## src/mtpi_pkg.sv

```systemverilog
`default_nettype none

package mtpi_pkg;

   localparam int CHANNELS_DEFAULT = 8;
   localparam int CHAN_W           = 3;
   localparam int SAMPLE_W         = 16;
   localparam int COEF_W           = 17;
   localparam int ACC_W            = 32;
   localparam int FRAC_W           = 16;
   localparam int CSR_IDX_W        = 2;

   localparam logic [CSR_IDX_W-1:0] CSR_COEF_INPUT = 2'd0;
   localparam logic [CSR_IDX_W-1:0] CSR_COEF_PREV  = 2'd1;
   localparam logic [CSR_IDX_W-1:0] CSR_COEF_OLDER = 2'd2;

   localparam logic CMD_SIGNED   = 1'b0;
   localparam logic CMD_UNSIGNED = 1'b1;

   localparam logic [COEF_W-1:0] COEF_INPUT_RESET = 17'h10000;
   localparam logic [COEF_W-1:0] COEF_ZERO        = 17'h00000;

   localparam logic [ACC_W-1:0] TOP_LIMIT = 32'hFFFF0000;

   typedef struct packed {
      logic [COEF_W-1:0] c_in;
      logic [COEF_W-1:0] c_prev;
      logic [COEF_W-1:0] c_old;
   } coef_type;

   typedef struct packed {
      logic [ACC_W-1:0] recent;
      logic [ACC_W-1:0] older;
   } hist_rd_type;

   typedef struct packed {
      logic              en;
      logic [CHAN_W-1:0] idx;
      logic [ACC_W-1:0]  recent;
      logic [ACC_W-1:0]  older;
   } hist_wr_type;

endpackage

`default_nettype wire

```

## src/mtpi_core.sv

```systemverilog
`default_nettype none

module mtpi_core (
   input  wire logic                          command,
   input  wire logic [mtpi_pkg::SAMPLE_W-1:0] sample_bits,
   input  wire mtpi_pkg::coef_type            coef,
   input  wire mtpi_pkg::hist_rd_type         hist,
   output logic [mtpi_pkg::ACC_W-1:0]         y_store,
   output logic [mtpi_pkg::SAMPLE_W-1:0]      filtered_bits
);

   localparam int ACC_W  = mtpi_pkg::ACC_W;
   localparam int COEF_W = mtpi_pkg::COEF_W;
   localparam int FRAC_W = mtpi_pkg::FRAC_W;
   localparam int EXT_W  = ACC_W - mtpi_pkg::SAMPLE_W;
   localparam int PROD_W = ACC_W + COEF_W + 2;

   logic                        is_unsigned;
   logic [ACC_W-1:0]            v_ext;
   logic [ACC_W+COEF_W-1:0]     term_in_full;
   logic signed [ACC_W:0]       h1_ext;
   logic signed [ACC_W:0]       h0_ext;
   logic signed [PROD_W-1:0]    p_prev;
   logic signed [PROD_W-1:0]    p_old;
   logic [ACC_W-1:0]            y_sum;

   assign is_unsigned = (command == mtpi_pkg::CMD_UNSIGNED);

   always_comb begin
      if (is_unsigned) begin
         v_ext  = {{EXT_W{1'b0}}, sample_bits};
         h1_ext = $signed({1'b0, hist.recent});
         h0_ext = $signed({1'b0, hist.older});
      end else begin
         v_ext  = {{EXT_W{sample_bits[mtpi_pkg::SAMPLE_W-1]}}, sample_bits};
         h1_ext = $signed({hist.recent[ACC_W-1], hist.recent});
         h0_ext = $signed({hist.older[ACC_W-1], hist.older});
      end
   end

   // low word of the input product does not depend on the sign view
   assign term_in_full = v_ext * coef.c_in;
   assign p_prev       = h1_ext * $signed({1'b0, coef.c_prev});
   assign p_old        = h0_ext * $signed({1'b0, coef.c_old});

   assign y_sum = term_in_full[ACC_W-1:0]
                + p_prev[ACC_W+FRAC_W-1:FRAC_W]
                + p_old[ACC_W+FRAC_W-1:FRAC_W];

   always_comb begin
      if (is_unsigned && (y_sum >= mtpi_pkg::TOP_LIMIT)) begin
         y_store = '0;
      end else begin
         y_store = y_sum;
      end
      if (y_store >= mtpi_pkg::TOP_LIMIT) begin
         filtered_bits = '0;
      end else begin
         filtered_bits = y_store[ACC_W-1:FRAC_W];
      end
   end

endmodule

`default_nettype wire

```

## config.mk

```make
export PLATFORM = sky130hd
export DESIGN_NAME = mtpi_core
export DESIGN_NICKNAME = d
export VERILOG_FILES = /design/src/mtpi_pkg.sv /design/src/mtpi_core.sv
export SDC_FILE = /design/constraint.sdc
export NUM_CORES = 2
export LEC_CHECK = 0
export ABC_AREA = 1
export BUFFER_PORTS_ARGS = -buffer_cell sky130_fd_sc_hd__buf_2
export CORE_ASPECT_RATIO = 1.25
export CORE_UTILIZATION = 55
export DETAILED_ROUTE_END_ITERATION = 7
export GPL_TIMING_DRIVEN = 0
export PLACE_DENSITY = 0.77
export SLEW_MARGIN = 25
export SYNTH_ARGS = -nofsm -noshare
export SYNTH_HDL_FRONTEND = slang
export SYNTH_SLANG_ARGS = --single-unit
```

## constraint.sdc

```tcl
create_clock -name vclk -period 13.6
set_input_delay 2.04 -clock vclk [all_inputs]
set_output_delay 2.04 -clock vclk [all_outputs]
set_load 0.02 [all_outputs]
```

==> key figures <==
Yosys
  • Count of yosys warnings during synthesis: 0
  • Top cells by count, synth: 2175 x sky130_fd_sc_hd__inv_1, 1765 x sky130_fd_sc_hd__nand2_1, 1378 x sky130_fd_sc_hd__fa_1
  • Most area-hungry cell type in the Yosys netlist: sky130_fd_sc_hd__fa_1
  • Area share of the largest cell type after synthesis: 54.13%
  • Avg Inst Size Synth: 7.722 um2
  • Instance count of the mapped netlist: 6600
  • Number of distinct standard cells referenced by the synthesized netlist: 45
  • Post-synthesis cell area: roughly 0.051 mm2
  • Most common cell in the netlist: sky130_fd_sc_hd__inv_1
  • Sequential share of the synthesized area: 0%
  • Most area-consuming cells after synthesis: sky130_fd_sc_hd__fa_1 54%, sky130_fd_sc_hd__inv_1 16%, sky130_fd_sc_hd__nand2_1 13%
  • Net count of the mapped netlist: 8404

Min path
  • Worst Hold Depth: 8
  • Startpoint of the worst hold path: sample_bits[0]
  • HP Class: in2out

Global route
  • Met3 Usage GRT: 6.125%
  • Total global routing track utilization: 34.82%
  • Initial antenna violation count: 14
  • Remaining global-route overflow: 0
  • Wire length of the first global-routing pass: about 250000 um
  • Grt peak-use layer: met2
  • Largest net degree at the start of global routing: 16
  • Vias in the first global route: 46880
  • Met1 GRT Util: a little under 40%
  • Met2 track demand over resource in global routing: between 60% and 70%

Finish
  • Net count reported at finish: 8628
  • Ratio of cells with drive above 1 in the final layout: 12.23%
  • Seq. cell area: 0 um2
  • Number of sequential storage elements: 0
  • Number of clock buffer instances in the layout: 0
  • Syn-to-layout area delta: 13.95%
  • Post-Layout Inst Area: a little under 0.06 mm2

Die
  • Initial core utilization: about 56%
  • Number of I/O pins: 180
  • Height of the die: 342.3 um
  • Full die area: 0.09389 mm2
  • Area of the core: 0.09169 mm2
  • X dimension of the die: between 200 and 300 um
  • Number of core rows: between 100 and 150

Flow run
  • Max-cap violation count: 0

Status
  • Failing checks: DRC, setup timing
  • Status: finished with violations

Timing
  • Final hold violation count: 0
  • Final Slew Violations: 0
  • Period Utilization, post-route: 112.5%
  • Setup repair after global routing missed its margin: true
  • Relative slew slack: 32.03%
  • Final setup TNS: -77300 ps
  • Slew at the pin closest to its max-slew limit: 1012 ps
  • Shortest clock period the worst path allows after layout: 15300 ps
  • Fmax achieved: 0.06536 GHz
  • Setup slack after layout: -1700 ps
  • Setup-violating endpoint count in the final report: 48

Worst setup path
  • Worst path arrival time: 13260 ps
  • CP Launch Point: coef[22]
  • Element type at the critical path end: primary output
  • Critical Path Max Stage Delay: about 600 ps
  • WP data required: 11560 ps
  • Worst setup path category: in2out
  • Slowest cell on crit path: sky130_fd_sc_hd__fa_2
  • Peak fanout along the critical path: 5
  • Launching element type of the critical path: input pin

Clock network
  • Post-cts hold buffer count: 0

Detailed routing
  • Residual antenna-violating net count after detailed routing: 0
  • Routed length per instance: between 15 and 20 um
  • Overall via count from detail_route: approximately 43000
  • Count of routing violations after the opening detailed-route iteration: between 3000 and 4000
  • Remaining DRCs: 94
  • Vias per std cell: 5.343
  • First-pass DRT Iterations: 8
  • Total detailed-routing wirelength: 157900 um

Placed design
  • Final weighted congestion in routability-driven placement: 1.022
  • Count of buffers from port buffering: 83
  • Post-DP HPWL: 132500 um
  • Area of placed instances: 0.05340 mm2
==> through the flow <==
stage,setup slack (ps),hold slack [ps],std cells,utilization (%)
3_5_place_dp,-3259,5118,7881,58.24
2_1_floorplan,-580.4,4662,6600,-
6_report,-1700,5169,8026,63.33
5_1_grt,-2029,5253,8024,63.33
3_3_place_gp,-3141,5066,7880,58.22
4_1_cts,-1368,5135,8000,62.50
==> routing by layer <==
metal  vias to the layer above  share of wire, %
met1                     21310                34
met2                      2208                49
met4                        14               8.6
met3                       710               8.5
li1                      18640                 -
met5                         -             0.056
==> cell type report <==
type	instances	area (um2)
multi-input combinational	4117	43900
antenna	7	17.52
buffer	305	2440
inverter	2178	8195
fill	7638	33620
tap	1197	1498
timing repair buffer	222	2023
==> worst max-delay path, delay by kind of cell <==
family / cells / cell delay (ps)
compound gates: 2 / 280
xor+xnor: 1 / 170
fa+ha+maj: 14 / 6780
buf+inv: 17 / 1420
simple gates: 17 / 2520
==> cells in the final DEF (no fill, tap or decap), types with 27 or more instances in the layout <==
| cell | count |
|---|---|
| sky130_fd_sc_hd__nand2_2 | 57 |
| sky130_fd_sc_hd__o21ai_0 | 47 |
| sky130_fd_sc_hd__ha_4 | 44 |
| sky130_fd_sc_hd__buf_6 | 52 |
| sky130_fd_sc_hd__clkbuf_2 | 49 |
| sky130_fd_sc_hd__clkbuf_1 | 141 |
| sky130_fd_sc_hd__xnor2_1 | 33 |
| sky130_fd_sc_hd__nand2_1 | 1663 |
| sky130_fd_sc_hd__a21oi_2 | 27 |
| sky130_fd_sc_hd__inv_1 | 2094 |
| sky130_fd_sc_hd__fa_1 | 1333 |
| sky130_fd_sc_hd__a21oi_1 | 98 |
| sky130_fd_sc_hd__fa_2 | 45 |
| sky130_fd_sc_hd__buf_2 | 40 |
| sky130_fd_sc_hd__buf_4 | 132 |
| sky130_fd_sc_hd__nand3_1 | 75 |
| sky130_fd_sc_hd__clkbuf_8 | 34 |
| sky130_fd_sc_hd__nor2_1 | 123 |
| sky130_fd_sc_hd__inv_2 | 77 |
| sky130_fd_sc_hd__ha_1 | 248 |
| sky130_fd_sc_hd__clkbuf_16 | 31 |
| sky130_fd_sc_hd__nor2_4 | 32 |
| sky130_fd_sc_hd__nand2_4 | 41 |
| sky130_fd_sc_hd__xor2_1 | 32 |
==> cells by family after synthesis <==
family	Yosys count	share of synthesized area (%)
simple gates	2102	16.07
buf+inv	2483	18.34
fa+ha+maj	1672	61.35
compound gates	260	2.826
xor+xnor	83	1.426
==> final timing paths <==
check	to	slack, ps
min	y_store[2]	5170
max	filtered_bits[6]	-1700
==> repair_timing <==
item                                    4_1_cts  5_1_grt
endpoints found under the setup margin       48       48
pin swaps                                   173      117
gates resized for setup                     733      194
setup buffers                               114       21
cloned                                        5        0
