File: src/mtpi_pkg.sv
`default_nettype none

package mtpi_pkg;

   localparam int CHANNELS_DEFAULT = 8;
   localparam int CHAN_W           = 3;
   localparam int SAMPLE_W         = 16;
   localparam int COEF_W           = 17;
   localparam int ACC_W            = 32;
   localparam int FRAC_W           = 16;
   localparam int CSR_IDX_W        = 2;

   localparam logic [CSR_IDX_W-1:0] CSR_COEF_INPUT = 2'd0;
   localparam logic [CSR_IDX_W-1:0] CSR_COEF_PREV  = 2'd1;
   localparam logic [CSR_IDX_W-1:0] CSR_COEF_OLDER = 2'd2;

   localparam logic CMD_SIGNED   = 1'b0;
   localparam logic CMD_UNSIGNED = 1'b1;

   localparam logic [COEF_W-1:0] COEF_INPUT_RESET = 17'h10000;
   localparam logic [COEF_W-1:0] COEF_ZERO        = 17'h00000;

   localparam logic [ACC_W-1:0] TOP_LIMIT = 32'hFFFF0000;

   typedef struct packed {
      logic [COEF_W-1:0] c_in;
      logic [COEF_W-1:0] c_prev;
      logic [COEF_W-1:0] c_old;
   } coef_type;

   typedef struct packed {
      logic [ACC_W-1:0] recent;
      logic [ACC_W-1:0] older;
   } hist_rd_type;

   typedef struct packed {
      logic              en;
      logic [CHAN_W-1:0] idx;
      logic [ACC_W-1:0]  recent;
      logic [ACC_W-1:0]  older;
   } hist_wr_type;

endpackage

`default_nettype wire

File: src/mtpi_hist.sv
`default_nettype none

module mtpi_hist #(
   parameter int CHANNELS = mtpi_pkg::CHANNELS_DEFAULT
) (
   input  wire logic                        clock,
   input  wire logic                        reset,
   input  wire logic [mtpi_pkg::CHAN_W-1:0] rd_idx,
   input  wire mtpi_pkg::hist_wr_type       wr,
   output mtpi_pkg::hist_rd_type            rd
);

   // only channels the channel field can name need storage
   localparam int REACH = 1 << mtpi_pkg::CHAN_W;
   localparam int DEPTH = (CHANNELS < REACH) ? CHANNELS : REACH;

   logic [mtpi_pkg::ACC_W-1:0] recent_ff [DEPTH];
   logic [mtpi_pkg::ACC_W-1:0] older_ff  [DEPTH];
   logic [mtpi_pkg::ACC_W-1:0] recent_in [DEPTH];
   logic [mtpi_pkg::ACC_W-1:0] older_in  [DEPTH];

   always_comb begin
      rd = '0;
      for (int i = 0; i < DEPTH; i++) begin
         if (rd_idx == mtpi_pkg::CHAN_W'(i)) begin
            rd.recent = recent_ff[i];
            rd.older  = older_ff[i];
         end
      end
   end

   always_comb begin
      for (int i = 0; i < DEPTH; i++) begin
         recent_in[i] = recent_ff[i];
         older_in[i]  = older_ff[i];
         if (wr.en && (wr.idx == mtpi_pkg::CHAN_W'(i))) begin
            recent_in[i] = wr.recent;
            older_in[i]  = wr.older;
         end
      end
   end

   always_ff @(posedge clock) begin
      for (int i = 0; i < DEPTH; i++) begin
         if (reset) begin
            recent_ff[i] <= '0;
            older_ff[i]  <= '0;
         end else begin
            recent_ff[i] <= recent_in[i];
            older_ff[i]  <= older_in[i];
         end
      end
   end

endmodule

`default_nettype wire

File: config.mk
export PLATFORM = sky130hd
export DESIGN_NAME = mtpi_hist
export DESIGN_NICKNAME = d
export VERILOG_FILES = /design/src/mtpi_pkg.sv /design/src/mtpi_hist.sv
export SDC_FILE = /design/constraint.sdc
export NUM_CORES = 1
export LEC_CHECK = 0
export BUFFER_PORTS_ARGS = -buffer_cell sky130_fd_sc_hd__buf_2
export CORE_ASPECT_RATIO = 1.1
export CORE_MARGIN = 10
export CORE_UTILIZATION = 40
export DETAILED_ROUTE_END_ITERATION = 8
export SYNTH_ARGS = -nofsm -noshare
export SYNTH_HDL_FRONTEND = slang
export SYNTH_SLANG_ARGS = --single-unit
export TNS_END_PERCENT = 20
File: constraint.sdc
create_clock -name clock -period 2.18 [get_ports clock]
set_input_delay 0.436 -clock clock [delete_from_list [all_inputs] [get_ports clock]]
set_output_delay 0.436 -clock clock [all_outputs]
set_load 0.02 [all_outputs]
==> metrics.txt <==
# TYPE chip_impl_metric gauge
chip_impl_metric{name="synthesis.yosys.warnings",unit=""} 0
chip_impl_metric{name="detailed_place_hpwl",unit="µm"} 42400
chip_impl_metric{name="syn-instance-count",unit=""} 2970
chip_impl_info{name="critPathSlowestCell",value="sky130_fd_sc_hd__or3b_1"} 1
chip_impl_info{name="timing.setup.critical_path_class",value="flip-flop to output pin"} 1
chip_impl_info{name="layout.cells.most_common",value="sky130_fd_sc_hd__nand2_1"} 1
chip_impl_metric{name="maxCapViolCount",unit=""} 0
chip_impl_metric{name="first_global_vias",unit=""} 19895
chip_impl_metric{name="post_route_cells_drive_above_1_share",unit=""} 0.174
chip_impl_metric{name="final-hold-violation-count",unit=""} 0
chip_impl_metric{name="route.vias.total",unit=""} 20656
chip_impl_metric{name="syn_area",unit="mm²"} 0.0233
chip_impl_info{name="start_kind",value="flip-flop"} 1
chip_impl_metric{name="timing.final.crit_period",unit="ns"} 2.37
chip_impl_metric{name="design.portCount",unit=""} 137
chip_impl_metric{name="slew_viol_final",unit=""} 0
chip_impl_info{name="critical_path.endpoint_type",value="output pin"} 1
chip_impl_metric{name="timing.critical_path.arrival",unit="ns"} 1.93
chip_impl_metric{name="cts.clk_slew.worst_paths",unit="ns"} 0.06
chip_impl_info{name="cts.root.buffer_cell",value="sky130_fd_sc_hd__clkbuf_16"} 1
chip_impl_metric{name="fin_total_pwr",unit="µW"} 20600
chip_impl_info{name="setup_repair_after_global_routing_missed_its_margin",value="true"} 1
chip_impl_metric{name="setup_violations",unit=""} 63
chip_impl_metric{name="fill_cells",unit=""} 5513
chip_impl_metric{name="area_growth",unit="%"} 16.5
chip_impl_info{name="critical-path-top-delay-family",value="compound AO/OA/AOI/OAI gates"} 1
chip_impl_metric{name="synth_fp_nets",unit=""} 3043
chip_impl_metric{name="remaining_drc_errors",unit=""} 0
chip_impl_metric{name="count_of_port_buffers_added_during_placement",unit=""} 136
chip_impl_metric{name="via_per_inst",unit=""} 5.50
chip_impl_metric{name="initial_util",unit=""} 0.405
chip_impl_metric{name="finalInstanceArea",unit="mm²"} 0.0271
chip_impl_metric{name="synth_seq_area_share",unit=""} 0.441
chip_impl_metric{name="yosysTopAreaCellShare",unit=""} 0.441
chip_impl_metric{name="core_region_area",unit="mm²"} 0.0574
chip_impl_metric{name="finalWirelength",unit="µm"} 70700
chip_impl_metric{name="synth-seq-cells",unit=""} 512
chip_impl_metric{name="postCtsSetupBuffers",unit=""} 0
chip_impl_metric{name="regArea",unit="mm²"} 0.0103
chip_impl_metric{name="cp_num_buf_inv",unit=""} 1
chip_impl_metric{name="power.share.clock",unit=""} 0.423
chip_impl_metric{name="worstMarginPinSlew",unit="ns"} 0.514
chip_impl_info{name="commonest_cells_after_routing_fill_and_taps_aside",value="1024 x sky130_fd_sc_hd__nand2_1, 575 x sky130_fd_sc_hd__a21oi_1, 454 x sky130_fd_sc_hd__dfxtp_1"} 1
chip_impl_metric{name="detailed_route_wire_length_per_cell",unit="µm"} 18.8
chip_impl_metric{name="place_area",unit="mm²"} 0.0249
chip_impl_metric{name="share_of_power_burned_in_combinational_logic",unit=""} 0.109
chip_impl_info{name="run_status",value="complete, but fails checks"} 1
chip_impl_metric{name="max_stage_delay",unit="ns"} 0.34
chip_impl_metric{name="cp_data_required_time",unit="ns"} 1.74
chip_impl_metric{name="postRouteAntennaNets",unit=""} 0
chip_impl_metric{name="fp.dieH",unit="µm"} 273
chip_impl_info{name="hold_path_class",value="primary input to flip-flop"} 1
chip_impl_info{name="critical_path.cell_chain",value="or3b_1 > a32o_1 > a22oi_2 > buf_6"} 1
chip_impl_metric{name="power-per-cell-area",unit="mW/mm²"} 761
chip_impl_info{name="yosys-top-cells-area",value="sky130_fd_sc_hd__dfxtp_1 44%, sky130_fd_sc_hd__nand2_1 17%, sky130_fd_sc_hd__a21oi_1 12%, sky130_fd_sc_hd__or3b_1 4.1%, sky130_fd_sc_hd__buf_2 3.1%"} 1
chip_impl_metric{name="cts.sink_count",unit=""} 512
chip_impl_metric{name="netlist-cell-type-count",unit=""} 32
chip_impl_metric{name="globalplace.congestion",unit=""} 0.772
chip_impl_info{name="violations",value="negative setup slack"} 1
chip_impl_metric{name="drt-pass1-iter-count",unit=""} 5
chip_impl_metric{name="peakVddDrop",unit="mV"} 0.513
chip_impl_metric{name="pwr-share-seq",unit=""} 0.468
chip_impl_metric{name="dpl_worst_slack",unit="ns"} -0.166
chip_impl_metric{name="cts_hold_buffers_added",unit=""} 0
chip_impl_info{name="synth_area_leader_cell",value="sky130_fd_sc_hd__dfxtp_1"} 1
chip_impl_info{name="tritoncts",value="built"} 1
chip_impl_metric{name="grt_antenna_before_repair",unit=""} 10
chip_impl_metric{name="floorplan.die_area",unit="mm²"} 0.0682
chip_impl_metric{name="leakagePower",unit="µW"} 0.00922
chip_impl_metric{name="htreeDepth",unit=""} 2
chip_impl_metric{name="sw_frac_of_total",unit=""} 0.253
chip_impl_metric{name="cts-root-to-sink-buffers",unit=""} 3
chip_impl_metric{name="grt_use_total",unit=""} 0.199
chip_impl_metric{name="clock_buffer_count_from_cts",unit=""} 54
chip_impl_metric{name="global_route.overflow_total",unit=""} 0
chip_impl_metric{name="drt-initial-drc-count",unit=""} 1676
chip_impl_metric{name="finClkSkew",unit="ns"} 0
chip_impl_metric{name="row_count",unit=""} 92
chip_impl_metric{name="fp.dieW",unit="µm"} 250
chip_impl_metric{name="p_int",unit="µW"} 15400
chip_impl_metric{name="max_slew_margin",unit=""} 0.657
chip_impl_metric{name="cp_max_fo",unit=""} 2
chip_impl_metric{name="layout_setup_ws",unit="ns"} -0.188
chip_impl_metric{name="grt_pass1_wl",unit="µm"} 112000
chip_impl_metric{name="power.net_switching",unit="µW"} 5210
chip_impl_metric{name="multiInputGateArea",unit="mm²"} 0.0114
chip_impl_metric{name="grt_max_degree",unit=""} 81
chip_impl_metric{name="synth.avg_cell_area",unit="µm²"} 7.83
chip_impl_metric{name="achievable-frequency",unit="MHz"} 422
chip_impl_metric{name="final.period_utilization",unit=""} 1.09
chip_impl_metric{name="later_pin_clock_latency_in_the_skew_report",unit="ns"} 0.59
chip_impl_metric{name="nNetsFinal",unit=""} 3038
==> routing by layer <==
layer,up-vias,part of all wire,global-route usage
met5,-,0.0016,0
met1,10036,0.43,0.250
li1,10000,-,-
met4,18,0.017,0.0481
met2,498,0.49,0.342
met3,104,0.063,0.0421
==> synthesized netlist by cell type <==
| cell type | n |
|---|---|
| sky130_fd_sc_hd__buf_6 | 21 |
| sky130_fd_sc_hd__nand4bb_1 | 3 |
| sky130_fd_sc_hd__mux2i_1 | 63 |
| sky130_fd_sc_hd__buf_4 | 46 |
| sky130_fd_sc_hd__nor4b_2 | 1 |
| sky130_fd_sc_hd__a22oi_1 | 55 |
| sky130_fd_sc_hd__mux2_2 | 1 |
| sky130_fd_sc_hd__mux4_2 | 2 |
| sky130_fd_sc_hd__o21ai_1 | 51 |
| sky130_fd_sc_hd__or4b_1 | 1 |
| sky130_fd_sc_hd__dfxtp_1 | 512 |
| sky130_fd_sc_hd__a32o_1 | 63 |
| sky130_fd_sc_hd__a22o_1 | 9 |
| sky130_fd_sc_hd__buf_2 | 144 |
| sky130_fd_sc_hd__nand2b_1 | 9 |
| sky130_fd_sc_hd__and4bb_1 | 3 |
| sky130_fd_sc_hd__and4b_1 | 3 |
| sky130_fd_sc_hd__and4_1 | 1 |
| sky130_fd_sc_hd__buf_1 | 1 |
| sky130_fd_sc_hd__nand2_1 | 1024 |
| sky130_fd_sc_hd__o21ai_0 | 12 |
| sky130_fd_sc_hd__nor2b_1 | 55 |
| sky130_fd_sc_hd__mux2_1 | 9 |
| sky130_fd_sc_hd__and2_1 | 1 |
| sky130_fd_sc_hd__a22oi_2 | 53 |
| sky130_fd_sc_hd__clkbuf_1 | 122 |
| sky130_fd_sc_hd__nor4_1 | 9 |
| sky130_fd_sc_hd__nand4_1 | 1 |
| sky130_fd_sc_hd__or3b_1 | 108 |
| sky130_fd_sc_hd__o21bai_1 | 9 |
| sky130_fd_sc_hd__a21oi_1 | 575 |
| sky130_fd_sc_hd__nand4b_1 | 3 |
==> cells by family after synthesis <==
family / share of synthesized area
AND/OR/NAND/NOR: 0.233
AO/OA/AOI/OAI: 0.217
flip-flops: 0.441
buffers and inverters: 0.0758
multiplexers: 0.0339
==> tightest hold or removal path, cell delays in order <==
cell,delay [ns]
sky130_fd_sc_hd__buf_2,0.15
sky130_fd_sc_hd__nand2_1,0.07
sky130_fd_sc_hd__a21oi_1,0.05
==> power groups by stage <==
stage | sequential, µW | clock [µW] | combinational [µW]
after floorplan | 9830 | 0 | 1380
after global placement | 9850 | 0 | 2070
after detailed placement | 9850 | 0 | 2100
after CTS | 9650 | 8950 | 2250
after global routing | 9670 | 9300 | 2430
final | 9660 | 8730 | 2250
==> final timing paths <==
| check | from | endpoint | slack [ns] | depth (start not counted) |
|---|---|---|---|---|
| min | wr[17] | older_ff[0][49] | 0.12 | 3 |
| min reg2reg | older_ff[0][94] | older_ff[0][94] | 0.45 | 2 |
| max | older_ff[0][59] | rd[27] | -0.19 | 4 |
| max reg2reg | older_ff[1][61] | older_ff[1][61] | 1.51 | 2 |
==> registers in the layout (all words and copies together) (netlist names) <==
name	flops
older_ff	256
recent_ff	256
==> stage by stage <==
step | std cells | hold WS, ns | util | TNS, ns
floorplan | 2970 | 0.431 | - | 0
CTS | 3755 | 0.0830 | 0.471 | -7.37
detailed placement | 3661 | 0.441 | 0.434 | -7.02
global route | 3756 | 0.111 | 0.472 | -9.22
global placement | 3661 | 0.437 | 0.434 | -6.83
finish | 3756 | 0.125 | 0.472 | -4.95
==> what timing repair did <==
action / CTS / global route
gates resized for setup: 199 / 31
endpoints found under the setup margin: 64 / 64
cloned: 0 / 0
pin swaps: 81 / 13
==> final cells by class <==
cell class	instances	share of cell area
flip-flops and latches	512	0.381
clock inverters	12	0.00383
multi-input cells	2124	0.421
clock buffers	82	0.0571
diodes	1	0.0000923
well taps	752	0.0347
repair buffers	273	0.102
No activity file was read; power rests on OpenSTA's default activity.
